File: src/rtl/bphc_pkg.sv
// shared constants, types and the seven-segment table of the button press counter
package bphc_pkg;

  localparam int NUM_BUTTONS = 4;
  localparam int MAX_DIGITS  = 4;
  localparam int PIN_W       = 4;
  localparam int COUNT_W     = 4;
  localparam int SEG_W       = 8;
  localparam int WINDOW_W    = 16;
  localparam int IN_DATA_W   = 8;
  localparam int OUT_DATA_W  = 56;
  localparam int DOT_BIT     = 1;

  localparam logic [WINDOW_W-1:0] WINDOW_RESET = 16'd127;
  localparam logic [PIN_W-1:0]    PIN_MASK     =
      PIN_W'((1 << ((NUM_BUTTONS > PIN_W) ? PIN_W : NUM_BUTTONS)) - 1);

  typedef struct packed {
    logic update;    // settled value changed at window end
    logic fall;      // this button went from released to pressed
    logic released;  // settled level of this button
  } digit_ctl_t;

  // bit map from bit 0: G,H,E,C,D,B,A,F
  function automatic logic [SEG_W-1:0] seg_pattern(input logic [COUNT_W-1:0] value);
    logic [SEG_W-1:0] pat;
    case (value)
      4'h0: pat = 8'hFC;
      4'h1: pat = 8'h28;
      4'h2: pat = 8'h75;
      4'h3: pat = 8'h79;
      4'h4: pat = 8'hA9;
      4'h5: pat = 8'hD9;
      4'h6: pat = 8'hDD;
      4'h7: pat = 8'h68;
      4'h8: pat = 8'hFD;
      4'h9: pat = 8'hF9;
      4'hA: pat = 8'hED;
      4'hB: pat = 8'h9D;
      4'hC: pat = 8'hD4;
      4'hD: pat = 8'h3D;
      4'hE: pat = 8'hD5;
      4'hF: pat = 8'hC5;
      default: pat = 8'hFC;
    endcase
    return pat;
  endfunction

endpackage

File: src/rtl/bphc_digit.sv
// one button's hex press count and its segment byte
module bphc_digit (
  input  logic                          clk,
  input  logic                          rst,
  input  logic                          step,
  input  logic [bphc_pkg::COUNT_W-1:0]  digit_index,
  input  bphc_pkg::digit_ctl_t          ctl,
  output logic [bphc_pkg::COUNT_W-1:0]  count_next,
  output logic [bphc_pkg::SEG_W-1:0]    seg_next
);
  import bphc_pkg::*;

  logic [COUNT_W-1:0] count;
  logic [SEG_W-1:0]   seg;

  always_comb begin
    count_next = count;
    seg_next   = seg;
    if (step && ctl.update) begin
      if (ctl.fall) begin
        count_next = count + 1'b1;
        seg_next   = seg_pattern(count_next);
      end
      seg_next[DOT_BIT] = ctl.released;
    end
  end

  always_ff @(posedge clk) begin
    if (rst) begin
      count <= '0;
      seg   <= seg_pattern(digit_index);
    end else begin
      count <= count_next;
      seg   <= seg_next;
    end
  end

endmodule

File: src/rtl/button_press_hex_counter_display.sv
// button press counter: sample window debounce, per-button hex counts and segment bytes
//
// Input stream s_axis carries one raw button sample per transaction
// (bit i = button i, 1 released, 0 pressed). Each sample is ANDed into the
// current window; after sample_window samples (0 acts as 1) the window
// closes and its AND becomes the settled value. A changed settled value
// advances the count of every button that went from released to pressed,
// reloads that digit's segment byte, and sets each dot from its button.
// Every sample yields exactly one result transaction on m_axis with all
// four segment bytes and counts; tuser flags the samples that closed a window.
// The result is valid in the cycle after the input transaction, and while
// the receiver keeps up the block takes one sample per cycle: the single
// result register is refilled in the same cycle it is drained. When the
// receiver stalls, it holds and s_axis_tready drops until it is taken.
// cfg_* writes sample_window (reset 127); it is always ready and should only
// be written while no sample is in flight. Synchronous reset clears the
// window, counts and settled value, loads digits with the patterns of 0..3
// and empties the result register.
module button_press_hex_counter_display (
  input  logic                              clk,
  input  logic                              rst,
  input  logic                              cfg_valid,
  output logic                              cfg_ready,
  input  logic [bphc_pkg::WINDOW_W-1:0]     cfg_data,       // sample_window
  input  logic                              s_axis_tvalid,
  output logic                              s_axis_tready,
  input  logic [bphc_pkg::IN_DATA_W-1:0]    s_axis_tdata,   // button_pins, zero pad
  output logic                              m_axis_tvalid,
  input  logic                              m_axis_tready,
  // settled_buttons, segments_digit0..3, press_count0..3, zero pad
  output logic [bphc_pkg::OUT_DATA_W-1:0]   m_axis_tdata,
  output logic                              m_axis_tuser    // window_end
);
  import bphc_pkg::*;

  logic [WINDOW_W-1:0] sample_window;
  logic [PIN_W-1:0]    window_and;
  logic [WINDOW_W-1:0] window_samples;
  logic [PIN_W-1:0]    previous_settled;

  logic                step;
  logic [PIN_W-1:0]    pins;
  logic [WINDOW_W-1:0] limit;
  logic [WINDOW_W:0]   taken;
  logic                ended;
  logic [PIN_W-1:0]    and_next;
  logic                changed;

  logic [COUNT_W-1:0]  count_next [MAX_DIGITS];
  logic [SEG_W-1:0]    seg_next   [MAX_DIGITS];

  logic [PIN_W-1:0]    out_settled;
  logic [SEG_W-1:0]    out_seg   [MAX_DIGITS];
  logic [COUNT_W-1:0]  out_count [MAX_DIGITS];
  logic                out_end;
  logic                out_valid;

  assign cfg_ready     = 1'b1;
  assign s_axis_tready = !out_valid || m_axis_tready;
  assign step          = s_axis_tvalid && s_axis_tready;

  assign pins     = s_axis_tdata[PIN_W-1:0] & PIN_MASK;
  assign limit    = (sample_window == '0) ? WINDOW_W'(1) : sample_window;
  assign taken    = {1'b0, window_samples} + 1'b1;
  assign ended    = taken >= {1'b0, limit};
  assign and_next = window_and & pins;
  assign changed  = ended && (and_next != previous_settled);

  always_ff @(posedge clk) begin
    if (rst) begin
      sample_window <= WINDOW_RESET;
    end else if (cfg_valid && cfg_ready) begin
      sample_window <= cfg_data;
    end
  end

  always_ff @(posedge clk) begin
    if (rst) begin
      window_and       <= '1;
      window_samples   <= '0;
      previous_settled <= '0;
    end else if (step) begin
      if (ended) begin
        window_and     <= '1;
        window_samples <= '0;
        if (changed) begin
          previous_settled <= and_next;
        end
      end else begin
        window_and     <= and_next;
        window_samples <= taken[WINDOW_W-1:0];
      end
    end
  end

  for (genvar i = 0; i < MAX_DIGITS; i++) begin : g_digit
    if (i < NUM_BUTTONS) begin : g_live
      digit_ctl_t ctl;
      assign ctl.update   = changed;
      assign ctl.fall     = previous_settled[i] && !and_next[i];
      assign ctl.released = and_next[i];
      bphc_digit u_digit (
        .clk         (clk),
        .rst         (rst),
        .step        (step),
        .digit_index (COUNT_W'(i)),
        .ctl         (ctl),
        .count_next  (count_next[i]),
        .seg_next    (seg_next[i])
      );
    end else begin : g_absent
      assign count_next[i] = '0;
      assign seg_next[i]   = '0;
    end
  end

  // result register
  always_ff @(posedge clk) begin
    if (rst) begin
      out_valid <= 1'b0;
    end else if (step) begin
      out_valid <= 1'b1;
    end else if (m_axis_tready) begin
      out_valid <= 1'b0;
    end
  end

  always_ff @(posedge clk) begin
    if (step) begin
      out_end     <= ended;
      out_settled <= changed ? and_next : previous_settled;
      out_seg     <= seg_next;
      out_count   <= count_next;
    end
  end

  assign m_axis_tvalid = out_valid;
  assign m_axis_tuser  = out_end;
  assign m_axis_tdata  = {4'b0000,
                          out_count[3], out_count[2], out_count[1], out_count[0],
                          out_seg[3], out_seg[2], out_seg[1], out_seg[0],
                          out_settled};

endmodule
File: config.mk
export PLATFORM = sky130hd
export DESIGN_NAME = button_press_hex_counter_display
export DESIGN_NICKNAME = d
export VERILOG_FILES = /design/src/rtl/bphc_pkg.sv /design/src/rtl/bphc_digit.sv /design/src/rtl/button_press_hex_counter_display.sv
export SDC_FILE = /design/constraint.sdc
export NUM_CORES = 1
export LEC_CHECK = 0
export BUFFER_PORTS_ARGS = -buffer_cell sky130_fd_sc_hd__buf_2
export CELL_PAD_IN_SITES_DETAIL_PLACEMENT = 0
export CELL_PAD_IN_SITES_GLOBAL_PLACEMENT = 1
export CORE_AREA = 10 10 222 119
export CTS_BUF_LIST = sky130_fd_sc_hd__clkbuf_2
export DETAILED_ROUTE_END_ITERATION = 16
export DIE_AREA = 0 0 232 129
export GPL_TIMING_DRIVEN = 0
export PLACE_DENSITY_LB_ADDON = 0.1
export SYNTH_ARGS = -nofsm -noshare
export SYNTH_HDL_FRONTEND = slang
export SYNTH_SLANG_ARGS = --single-unit
File: constraint.sdc
create_clock -name clk -period 3.7 [get_ports clk]
set_input_delay 0.925 -clock clk [delete_from_list [all_inputs] [get_ports clk]]
set_output_delay 0.925 -clock clk [all_outputs]
set_load 0.005 [all_outputs]
==> out/results.txt, run 1 <==
count of endpoints failing hold in the final timing report -> 0
fmax -> 278 MHz
pin count of the biggest net entering global routing -> 40
type of the worst min-delay path -> in -> reg
Slew headroom -> 43.6%
CP arrival -> 4.28 ns
total clock sinks -> 142
Top delay family on crit path -> simple AND/OR/NAND/NOR gates
global router's overall resource usage -> 13.8%
maximum buffer depth of the clock tree -> 2
Net Sw Power -> 0.763 mW
startpoint kind of the worst setup timing path -> flop
first-pass GRT wire length -> 32200 um
Wirelength per Cell -> 17.4 um
part of the total power dissipated in sequential elements -> 55.8%
reported max-cap violation count -> 0
Lkg Pwr -> 3.55 nW
Tcrit/Tclk final -> 97.2%
via/cell ratio -> 4.85
Syn Inst Count -> 736
root cell of the clock tree -> sky130_fd_sc_hd__clkbuf_2
actual transition at the worst max-transition pin -> 0.842 ns
Finish-stage setup viols -> 0
number of storage elements in the synthesis netlist -> 142
Synthesis Warnings -> 0
share of Yosys cell area claimed by the top area cell type -> 23.7%
endpoint kind of the worst setup timing path -> flop
leftover overflow at the end of global routing -> 0
layout cells sized above 1 -> 22.7%
final net count -> 920
count of filler cells inserted in the layout -> 2214
remaining antenna violation count -> 0
# port buffers -> 77
total half-perimeter wirelength after legalization and detailed placement -> 15200 um
fraction of the core area covered by cells at the end of the flow -> 38.9%
switching share of power -> 25.5%
total number of vias -> 5638
Std-Cell Core Area -> 0.0224 sq mm
count of cell types in the netlist -> 60
number of enable flip-flop cells after synthesis -> 53
post-layout min period -> 3.60 ns
buffer and inverter count on the worst path -> 3
Die ar. -> 0.0299 sq mm
post-synth top area cell -> sky130_fd_sc_hd__dfxtp_1
result of the run -> finished clean
final std cell area, no fill -> 0.00874 sq mm
critical path data required time -> 4.39 ns
total power per unit cell area -> 343 mW/mm^2
cell types occupying the most area after synthesis -> sky130_fd_sc_hd__dfxtp_1 (24%), sky130_fd_sc_hd__edfxtp_1 (21%), sky130_fd_sc_hd__ha_1 (8.2%)
number of buffers inserted by hold repair at cts -> 0
die span in y -> 129 um
row count -> 39
count of boundary I/O pins -> 89
clock skew after layout -> 0.0241 ns
H-tree lvl count -> 4
syn avg cell area -> 10.2 sq um
CTS clk-pin slew, worst paths -> 0.22 ns
most instantiated cells after synthesis -> sky130_fd_sc_hd__dfxtp_1 (89), sky130_fd_sc_hd__nand2_1 (55), sky130_fd_sc_hd__edfxtp_1 (53)
number of clock buffers inserted by TritonCTS -> 17
cell at the slowest stage of the critical path -> sky130_fd_sc_hd__or4_1
largest fanout on the critical path -> 10
crit path kind -> reg -> reg
fraction of registers with async set/reset -> 0%
clock latency at the later pin of the worst-skew pair -> 0.76 ns
slowest stage delay, CP -> 0.48 ns
Post-synth top flop -> sky130_fd_sc_hd__dfxtp_1
Cell Chain, Critical Path -> ha_2 > nand4_1 > buf_4 > nor3_4 > and3_1 > xor2_1 > ha_1 > a21o_1 > a21oi_1 > o21a_2 > and3_4 > inv_2 > buf_6 > or4_1 > a31oi_1
netlist area before placement -> 0.00751 sq mm
final max-slew violation count -> 0
relative contribution of the clock network to total power -> 38.0%
layout overhead on the synthesized area -> 16.4%
cell-internal power -> 2.23 mW
Gate power share -> 6.2%
Detailed Route WL -> 20200 um
chip width -> 232 um
Placer Congestion -> 0.802
drt first pass iters -> 5
post-place instance area -> 0.00831 sq mm
initial antenna violation count -> 0
library cell with the highest instance count after synthesis -> sky130_fd_sc_hd__dfxtp_1
residual DRC count -> 0
via count of the first global-routing pass -> 5529
number of DRC markers in iteration 0 -> 346
initial standard-cell utilization of the core -> 33.4%
CTS tree -> done
IR drop worst, VDD -> 0.191 mV
part of the Yosys area used for sequential elements -> 44.9%
[cells in the final DEF, fill, tap and decap left out, types with 7 or more instances in the layout]
| master | instances |
|---|---|
| sky130_fd_sc_hd__inv_1 | 45 |
| sky130_fd_sc_hd__edfxtp_1 | 53 |
| sky130_fd_sc_hd__nand2b_1 | 19 |
| sky130_fd_sc_hd__clkbuf_1 | 23 |
| sky130_fd_sc_hd__mux2i_1 | 28 |
| sky130_fd_sc_hd__and2_1 | 24 |
| sky130_fd_sc_hd__nand2_1 | 54 |
| sky130_fd_sc_hd__nor2_1 | 33 |
| sky130_fd_sc_hd__nor3_1 | 10 |
| sky130_fd_sc_hd__ha_1 | 48 |
| sky130_fd_sc_hd__o21ai_0 | 21 |
| sky130_fd_sc_hd__xnor2_1 | 25 |
| sky130_fd_sc_hd__mux2_2 | 31 |
| sky130_fd_sc_hd__a31oi_1 | 19 |
| sky130_fd_sc_hd__a21oi_1 | 27 |
| sky130_fd_sc_hd__xor2_1 | 16 |
| sky130_fd_sc_hd__buf_2 | 83 |
| sky130_fd_sc_hd__clkbuf_2 | 18 |
| sky130_fd_sc_hd__dfxtp_1 | 86 |
| sky130_fd_sc_hd__o22ai_1 | 7 |
| sky130_fd_sc_hd__nand3_1 | 30 |
| sky130_fd_sc_hd__nor2b_1 | 16 |
| sky130_fd_sc_hd__buf_4 | 11 |
[logic make-up after synthesis]
group | synth area share [%]
AOI/OAI and AO/OA | 9.93
xor gates and xnor gates | 5.00
DFF | 44.9
buffers and inverters | 5.32
adders and majority gates | 8.30
muxes | 9.58
and+or+nand+nor | 16.8
other | 0.100
[sequential cells by signal, summed over array words and instances (netlist names), 4 cells and up]
signal	flops
g_digit.g_live.u_digit.count	16
g_digit.g_live.u_digit.seg	32
m_axis_tdata	48
out_settled	4
previous_settled	4
sample_window	16
window_and	4
window_samples	16
[layout make-up]
class                           count  area, sq um  share of cell area [%]
Timing Repair Buffer               84          450                    5.15
Multi-Input combinational cell    508         3810                    43.6
Inverter                           47          178                    2.03
Clock buffer                       18         90.1                    1.03
Clock inverter                     14          216                    2.48
Buffer                             42          225                    2.58
Sequential cell                   142         3380                    38.7
Antenna cell                        1         2.50                  0.0286
Tap cell                          307          384                    4.40
[worst register-to-register path: cells and delay by family, from the launching register on]
| family | cells | cell delay, ns |
|---|---|---|
| AND/OR/NAND/NOR | 5 | 1.26 |
| AO/OA/AOI/OAI | 4 | 0.74 |
| adder cells (fa/ha/maj) | 2 | 0.50 |
| buffers and inverters | 3 | 0.43 |
| flip-flops | 1 | 0.42 |
| XOR/XNOR | 1 | 0.17 |
[power groups by stage]
| stage | Sequential [mW] | Combinational [mW] | Clock [mW] |
|---|---|---|---|
| after global placement | 1.71 | 0.173 | 0 |
| after floorplan | 1.70 | 0.0956 | 0 |
| after CTS | 1.67 | 0.185 | 1.18 |
| after global routing | 1.68 | 0.208 | 1.24 |
| after detailed placement | 1.70 | 0.181 | 0 |
| final | 1.67 | 0.185 | 1.14 |
[timing repair]
item	in CTS	in global routing
endpoints found under the hold margin	0	0
pin swaps	2	4
resized for setup	8	12
buffers inserted	3	3
endpoints found under the setup margin	124	84
cloned	0	0
[routing by layer]
layer | track usage [%] | routed length [um] | up-vias
met5 | 0 | 0 | -
met1 | 20.9 | 11300 | 2703
met2 | 18.8 | 7940 | 104
li1 | - | - | 2819
met4 | 3.44 | 180 | 0
met3 | 3.51 | 799 | 12
[path summary, 6_finish.rpt]
| path | startpoint | endpoint | slack [ns] | depth (start not counted) |
|---|---|---|---|---|
| setup / recovery | window_samples[1] | window_samples[4] | 0.10 | 15 |
| hold / removal | cfg_data[0] | sample_window[0] | 0.38 | 3 |
| setup reg to reg | window_samples[1] | window_samples[4] | 0.10 | 15 |
| hold reg to reg | window_and[3] | window_and[3] | 0.49 | 2 |
[stage by stage]
step           std cells  hold WS (ns)  setup slack (ns)  TNS, ns  total power, mW
6_report            1163         0.378             0.103        0             3.00
5_1_grt             1162         0.281           -0.0230  -0.0552             3.13
4_1_cts             1159         0.280           0.00407        0             3.04
3_5_place_dp        1124         0.461            -0.470   -26.60             1.88
3_3_place_gp        1123         0.443             -1.02   -68.09             1.88
2_1_floorplan        739         0.431             0.348        0             1.80
No activity file was read; power rests on OpenSTA's default activity.
==> inputs of run 2 (changes only) <==
--- a/config.mk
+++ b/config.mk
@@ -10,5 +10,4 @@
 export CELL_PAD_IN_SITES_GLOBAL_PLACEMENT = 1
 export CORE_AREA = 10 10 222 119
-export CTS_BUF_LIST = sky130_fd_sc_hd__clkbuf_2
 export DETAILED_ROUTE_END_ITERATION = 16
 export DIE_AREA = 0 0 232 129
==> constraint.sdc (replaced) <==
create_clock -name clk -period 3.7 [get_ports clk]
set_input_delay 0.74 -clock clk [delete_from_list [all_inputs] [get_ports clk]]
set_output_delay 0.74 -clock clk [all_outputs]
set_load 0.005 [all_outputs]
==> out/results.txt, run 2 (synthesized netlist as in run 1, its figures left out) <==
residual DRC count -> 0 (unchanged)
Lkg Pwr -> 3.66 nW (was 3.55 nW)
slack of the worst reg-to-reg path -> 0.16 ns (was 0.10 ns)
largest fanout on the critical path -> 10 (unchanged)
root cell of the clock tree -> sky130_fd_sc_hd__clkbuf_16 (was sky130_fd_sc_hd__clkbuf_2)
die span in y -> 129 um (unchanged)
total number of vias -> 5622 (was 5638)
number of clock buffers inserted by TritonCTS -> 17 (unchanged)
Std-Cell Core Area -> 0.0224 sq mm (unchanged)
Wirelength per Cell -> 17.4 um (about the same)
result of the run -> finished clean (unchanged)
count of filler cells inserted in the layout -> 2180 (was 2214)
Die ar. -> 0.0299 sq mm (unchanged)
cell-internal power -> 2.91 mW (was 2.23 mW)
CP startpoint -> window_samples[0] (was window_samples[1])
count of endpoints failing hold in the final timing report -> 0 (unchanged)
global router's overall resource usage -> 13.9% (was 13.8%)
RSZ-0062 raised after global routing -> no
CTS tree -> done (unchanged)
area taken by flip-flops and latches -> 0.00338 sq mm (about the same)
via/cell ratio -> 4.85 (about the same)
Hold Crit Depth -> 2 (was 3)
drt first pass iters -> 5 (unchanged)
clock latency at the later pin of the worst-skew pair -> 0.44 ns (was 0.76 ns)
commonest non-fill, non-tap cell in the layout -> sky130_fd_sc_hd__dfxtp_1 (unchanged)
Finish-stage setup viols -> 0 (unchanged)
IR drop worst, VDD -> 0.225 mV (was 0.191 mV)
Detailed Route WL -> 20200 um (about the same)
Net Sw Power -> 0.847 mW (was 0.763 mW)
total half-perimeter wirelength after legalization and detailed placement -> 15200 um (unchanged)
layout overhead on the synthesized area -> 20.4% (was 16.4%)
Slew headroom -> 44.7% (was 43.6%)
leftover overflow at the end of global routing -> 0 (unchanged)
Worst Hold Launch -> window_and[3] (was cfg_data[0])
CTS clk-pin slew, worst paths -> 0.06 ns (was 0.22 ns)
actual transition at the worst max-transition pin -> 0.826 ns (was 0.842 ns)
endpoint kind of the worst setup timing path -> flop (unchanged)
Gate power share -> 4.9% (was 6.2%)
CP arrival -> 3.72 ns (was 4.28 ns)
Largest register FFs -> 48 (unchanged)
R2R Path End -> out_settled[0] (was window_samples[4])
final net count -> 916 (was 920)
Placer Congestion -> 0.802 (unchanged)
part of the total power dissipated in sequential elements -> 44.5% (was 55.8%)
post-layout min period -> 3.54 ns (was 3.60 ns)
initial antenna violation count -> 0 (unchanged)
total negative slack -> 0 ns (unchanged)
hold-critical path endpoint -> window_and[3] (was sample_window[0])
relative contribution of the clock network to total power -> 50.7% (was 38.0%)
number of DRC markers in iteration 0 -> 361 (was 346)
# port buffers -> 77 (unchanged)
clock skew after layout -> 0.00680 ns (was 0.0241 ns)
maximum buffer depth of the clock tree -> 2 (unchanged)
startpoint of the lowest-slack register-to-register path -> window_samples[0] (was window_samples[1])
chip width -> 232 um (unchanged)
post-place instance area -> 0.00831 sq mm (unchanged)
final max-slew violation count -> 0 (unchanged)
count of boundary I/O pins -> 89 (unchanged)
total power per unit cell area -> 416 mW/mm^2 (was 343 mW/mm^2)
type of the worst min-delay path -> reg -> reg (was in -> reg)
crit path kind -> reg -> reg (unchanged)
row count -> 39 (unchanged)
final std cell area, no fill -> 0.00903 sq mm (was 0.00874 sq mm)
commonest non-fill, non-tap cells in the layout -> sky130_fd_sc_hd__dfxtp_1 (86), sky130_fd_sc_hd__buf_2 (84), sky130_fd_sc_hd__nand2_1 (55) (was sky130_fd_sc_hd__dfxtp_1 (86), sky130_fd_sc_hd__buf_2 (83), sky130_fd_sc_hd__nand2_1 (54))
depth of the most critical reg-to-reg path -> 15 (unchanged)
startpoint kind of the worst setup timing path -> flop (unchanged)
pin count of the biggest net entering global routing -> 40 (unchanged)
reported max-cap violation count -> 0 (unchanged)
initial standard-cell utilization of the core -> 33.4% (unchanged)
critical path data required time -> 3.88 ns (was 4.39 ns)
fmax -> 283 MHz (was 278 MHz)
Tcrit/Tclk final -> 95.7% (was 97.2%)
power after layout -> 3.76 mW (was 3.00 mW)
layout cells sized above 1 -> 21.9% (was 22.7%)
antenna cells -> 0 (was 1)
multi-input gate area in the final layout -> 0.00381 sq mm (about the same)
first-pass GRT wire length -> 32300 um (was 32200 um)
remaining antenna violation count -> 0 (unchanged)
H-tree lvl count -> 4 (unchanged)
total clock sinks -> 142 (unchanged)
switching share of power -> 22.5% (was 25.5%)
via count of the first global-routing pass -> 5538 (was 5529)
-- run 2: cell types whose count changed in the layout (fill, tap and decap cells not counted), sizes merged --
cell	change
clkbuf	-1
buf	-3
diode	-1
-- run 2: worst max-delay path, cell delays in order (launching register included) --
cell and delay [ns]:
sky130_fd_sc_hd__dfxtp_2 0.41, sky130_fd_sc_hd__ha_4 0.19, sky130_fd_sc_hd__nand4_1 0.07, sky130_fd_sc_hd__buf_4 0.17
sky130_fd_sc_hd__or2_2 0.31, sky130_fd_sc_hd__nor2_1 0.14, sky130_fd_sc_hd__xor2_1 0.21, sky130_fd_sc_hd__ha_1 0.27
sky130_fd_sc_hd__a21oi_1 0.19, sky130_fd_sc_hd__o21a_1 0.14, sky130_fd_sc_hd__o21a_2 0.22, sky130_fd_sc_hd__and3_1 0.22
sky130_fd_sc_hd__inv_2 0.07, sky130_fd_sc_hd__buf_6 0.15, sky130_fd_sc_hd__nand2_1 0.15, sky130_fd_sc_hd__mux2_2 0.37
-- run 2: power groups by stage --
stage                     sequential, mW  clock, mW  combinational (mW)
final                               1.67       1.91               0.182
after global routing                1.67       2.02               0.207
after CTS                           1.67       1.96               0.185
after detailed placement            1.70          0               0.181
after global placement              1.71          0               0.173
after floorplan                     1.70          0              0.0956
-- run 2: what timing repair did --
item,CTS,global route
pin swaps,2,2
endpoints found under the setup margin,124,71
hold buffers,0,0
gates cloned,0,0
gates resized for setup,7,8
buffers inserted,2,0
-- run 2: per-layer routing --
| layer | routed length, um | track usage [%] |
|---|---|---|
| met4 | 224 | 4.01 |
| met2 | 7890 | 18.8 |
| met3 | 870 | 3.51 |
| met5 | 0 | 0 |
| met1 | 11200 | 21.0 |
-- run 2: area by class of cell --
class,instances,share of cell area (%)
clock buffer,18,4.75
sequential,142,37.4
multi-input combinational,508,42.1
tap,307,4.25
timing repair buffer,80,4.65
buffer,42,2.47
clock inverter,14,2.40
inverter,47,1.97
-- run 2: worst max path at each step --
stage,endpoint,slack [ns]
floorplan,out_settled[0],0.35
CTS,out_settled[0],0.01
global placement,g_digit[3].g_live.u_digit.seg[1],-0.83
finish,out_settled[0],0.16
detailed placement,g_digit[3].g_live.u_digit.count[1],-0.47
global route,out_settled[0],0.0002
-- run 2: through the flow --
stage | utilization [%] | setup slack [ns] | hold slack (ns) | std cells
after floorplan | - | 0.348 | 0.431 | 739
after global placement | 36.9 | -0.831 | 0.443 | 1123
after detailed placement | 37.0 | -0.470 | 0.461 | 1124
after CTS | 40.1 | 0.0116 | 0.470 | 1158
after global routing | 40.3 | 0.000222 | 0.501 | 1158
final | 40.3 | 0.161 | 0.467 | 1158
==> inputs of run 3 (changes only) <==
- CORE_AREA: 10 10 222 119 -> 10 10 244 130
- DIE_AREA: 0 0 232 129 -> 0 0 254 140
- SYNTH_HIERARCHICAL: not set -> 1
==> out/results.txt, run 3 <==
result of the run -> finished clean (unchanged)
library cell with the highest instance count after synthesis -> sky130_fd_sc_hd__nand2_1 (was sky130_fd_sc_hd__dfxtp_1)
fmax -> 277 MHz (was 283 MHz)
final net count -> 1225 (was 916)
via count of the first global-routing pass -> 6864 (was 5538)
final std cell area, no fill -> 0.0111 sq mm (was 0.00903 sq mm)
total half-perimeter wirelength after legalization and detailed placement -> 18500 um (was 15200 um)
clock latency at the later pin of the worst-skew pair -> 0.44 ns (about the same)
Syn Inst Count -> 962 (was 736)
# port buffers -> 78 (was 77)
actual transition at the worst max-transition pin -> 0.805 ns (was 0.826 ns)
part of the Yosys area used for sequential elements -> 36.7% (was 44.9%)
count of boundary I/O pins -> 89 (unchanged)
total negative slack -> 0 ns (unchanged)
IR drop worst, VDD -> 0.320 mV (was 0.225 mV)
reported max-cap violation count -> 0 (unchanged)
Slew headroom -> 45.9% (was 44.7%)
Top delay family on crit path -> simple AND/OR/NAND/NOR gates (unchanged)
endpoint kind of the worst setup timing path -> flop (unchanged)
count of cell types in the netlist -> 80 (was 60)
Placer Congestion -> 0.834 (was 0.802)
count of endpoints failing hold in the final timing report -> 0 (unchanged)
CTS tree -> done (unchanged)
largest fanout on the critical path -> 10 (unchanged)
cell types occupying the most area after synthesis -> sky130_fd_sc_hd__dfxtp_1 (19%), sky130_fd_sc_hd__edfxtp_1 (17%), sky130_fd_sc_hd__ha_1 (10%) (was sky130_fd_sc_hd__dfxtp_1 (24%), sky130_fd_sc_hd__edfxtp_1 (21%), sky130_fd_sc_hd__ha_1 (8.2%))
worst slack at placement -> -0.815 ns (was -0.470 ns)
startpoint kind of the worst setup timing path -> flop (unchanged)
crit path kind -> reg -> reg (unchanged)
drt first pass iters -> 7 (was 5)
power after layout -> 3.88 mW (was 3.76 mW)
cell at the slowest stage of the critical path -> sky130_fd_sc_hd__or3_4 (was sky130_fd_sc_hd__dfxtp_2)
die span in y -> 140 um (was 129 um)
Largest register FFs -> 48 (unchanged)
Synthesis Warnings -> 6 (was 0)
post-synth top area cell -> sky130_fd_sc_hd__dfxtp_1 (unchanged)
total power per unit cell area -> 349 mW/mm^2 (was 416 mW/mm^2)
minimum setup slack in the final design -> 0.0870 ns (was 0.161 ns)
clock skew after layout -> 0.00698 ns (was 0.00680 ns)
Cell Chain, Critical Path -> ha_4 > nand3_4 > or3_4 > nor2_1 > xnor2_1 > ha_1 > nand4_1 > o211a_4 > a31oi_4 > buf_12 > nand3_2 > clkbuf_4 > nand2_1 > o31ai_4 (was ha_4 > nand4_1 > buf_4 > or2_2 > nor2_1 > xor2_1 > ha_1 > a21oi_1 > o21a_1 > o21a_2 > and3_1 > inv_2 > buf_6 > nand2_1 > mux2_2)
Die ar. -> 0.0356 sq mm (was 0.0299 sq mm)
post-place instance area -> 0.0102 sq mm (was 0.00831 sq mm)
antenna cells -> 0 (unchanged)
pin count of the biggest net entering global routing -> 41 (was 40)
H-tree lvl count -> 4 (unchanged)
count of filler cells inserted in the layout -> 2781 (was 2180)
Lkg Pwr -> 4.71 nW (was 3.66 nW)
number of DRC markers in iteration 0 -> 430 (was 361)
buffer and inverter count on the worst path -> 2 (was 3)
layout cells sized above 1 -> 19.6% (was 21.9%)
type of the worst min-delay path -> reg -> reg (unchanged)
netlist area before placement -> 0.00919 sq mm (was 0.00751 sq mm)
total number of vias -> 7350 (was 5622)
fraction of registers with async set/reset -> 0% (unchanged)
Finish-stage setup viols -> 0 (unchanged)
total clock sinks -> 142 (unchanged)
fraction of the core area covered by cells at the end of the flow -> 40.6% (was 40.3%)
initial antenna violation count -> 1 (was 0)
Std-Cell Core Area -> 0.0273 sq mm (was 0.0224 sq mm)
Tcrit/Tclk final -> 97.6% (was 95.7%)
most instantiated cells after synthesis -> sky130_fd_sc_hd__nand2_1 (90), sky130_fd_sc_hd__dfxtp_1 (89), sky130_fd_sc_hd__ha_1 (77) (was sky130_fd_sc_hd__dfxtp_1 (89), sky130_fd_sc_hd__nand2_1 (55), sky130_fd_sc_hd__edfxtp_1 (53))
final max-slew violation count -> 0 (unchanged)
Post-synth top flop -> sky130_fd_sc_hd__dfxtp_1 (unchanged)
number of enable flip-flop cells after synthesis -> 53 (unchanged)
post-layout min period -> 3.61 ns (was 3.54 ns)
global router's overall resource usage -> 13.9% (about the same)
first-pass GRT wire length -> 39100 um (was 32300 um)
CP arrival -> 3.78 ns (was 3.72 ns)
initial standard-cell utilization of the core -> 33.6% (was 33.4%)
root cell of the clock tree -> sky130_fd_sc_hd__clkbuf_16 (unchanged)
commonest non-fill, non-tap cells in the layout -> sky130_fd_sc_hd__nand2_1 (89), sky130_fd_sc_hd__buf_2 (89), sky130_fd_sc_hd__dfxtp_1 (85) (was sky130_fd_sc_hd__dfxtp_1 (86), sky130_fd_sc_hd__buf_2 (84), sky130_fd_sc_hd__nand2_1 (55))
Detailed Route WL -> 24500 um (was 20200 um)
slowest stage delay, CP -> 0.43 ns (was 0.41 ns)
row count -> 43 (was 39)
area taken by flip-flops and latches -> 0.00338 sq mm (about the same)
maximum buffer depth of the clock tree -> 2 (unchanged)
syn avg cell area -> 9.55 sq um (was 10.2 sq um)
via/cell ratio -> 4.93 (was 4.85)
chip width -> 254 um (was 232 um)
number of storage elements in the synthesis netlist -> 142 (unchanged)
remaining antenna violation count -> 0 (unchanged)
share of Yosys cell area claimed by the top area cell type -> 19.4% (was 23.7%)
critical path data required time -> 3.87 ns (was 3.88 ns)
layout overhead on the synthesized area -> 20.8% (was 20.4%)
number of clock buffers inserted by TritonCTS -> 17 (unchanged)
leftover overflow at the end of global routing -> 0 (unchanged)
CTS clk-pin slew, worst paths -> 0.06 ns (about the same)
residual DRC count -> 0 (unchanged)
multi-input gate area in the final layout -> 0.00560 sq mm (was 0.00381 sq mm)
Wirelength per Cell -> 16.4 um (was 17.4 um)
## run 3: changes by cell type in the layout (fill, tap and decap cells not counted), sizes merged, moves of 8 or more
cell | before | now
o211ai | 7 | 24
buf | 99 | 119
o31ai | 0 | 8
a22o | 0 | 8
nor2 | 34 | 59
nand2 | 55 | 90
a21o | 1 | 10
inv | 47 | 62
ha | 49 | 77
o22ai | 8 | 0
o21ai | 22 | 46
a221oi | 0 | 8
a21oi | 27 | 17
conb | 5 | 54
## run 3: final timing paths
| kind | start | to | slack [ns] | depth (start not counted) |
|---|---|---|---|---|
| max | window_samples[0] | m_axis_tdata[11] | 0.09 | 14 |
| min | g_digit[0].g_live.u_digit/seg[5] | g_digit[0].g_live.u_digit/seg[5] | 0.49 | 2 |
| max reg2reg | window_samples[0] | m_axis_tdata[11] | 0.09 | 14 |
| min reg2reg | g_digit[0].g_live.u_digit/seg[5] | g_digit[0].g_live.u_digit/seg[5] | 0.49 | 2 |
## run 3: through the flow
stage          instances  hold WS [ns]
3_5_place_dp        1453         0.472
6_report            1492         0.487
2_1_floorplan       1014         0.444
4_1_cts             1488         0.490
3_3_place_gp        1452         0.469
5_1_grt             1492         0.512
## run 3: cell type report
cell class | count | area share, %
clock inverter | 9 | 0.631
tap | 360 | 4.06
timing repair buffer | 89 | 4.60
sequential | 142 | 30.5
multi-input combinational | 753 | 50.5
clock buffer | 23 | 4.70
buffer | 55 | 3.02
inverter | 61 | 2.06
## run 3: routing by layer
layer | GRT usage [%] | share of wire [%] | vias up
li1 | - | - | 3743
met1 | 22.3 | 58 | 3486
met2 | 17.4 | 38 | 106
met3 | 3.75 | 3.8 | 13
met4 | 2.82 | 0.71 | 2
met5 | 0 | 0.053 | -
## run 3: logic make-up after synthesis
kind of cell	count (synthesis)	share of synthesized area [%]
buf+inv	119	5.76
simple gates	317	18.4
fa+ha+maj	81	10.9
xor+xnor	42	4.82
mux	57	7.29
other cells	2	0.0818
compound gates	202	16.0
flops	142	36.7
## run 3: what timing repair did
action	CTS	global route
setup buffers	6	4
gates resized for setup	29	20
setup endpoints to repair	106	68
hold buffers	0	0
pin swaps	5	6
## run 3: where the power goes
group / switching, mW / internal [mW] / leakage, nW
logic: 0.230 / 0.163 / 3.18
clock network: 0.723 / 1.00 / 0.278
registers: 0.0392 / 1.72 / 1.25
total: 0.993 / 2.88 / 4.71
## run 3: worst register-to-register path, delay by kind of cell, from the launching register on
kind / cells / cell delay [ns]
buffers and inverters: 2 / 0.43
xor gates and xnor gates: 1 / 0.12
AOI/OAI and AO/OA: 3 / 0.66
and+or+nand+nor: 6 / 1.25
DFF: 1 / 0.39
adders and majority gates: 2 / 0.50
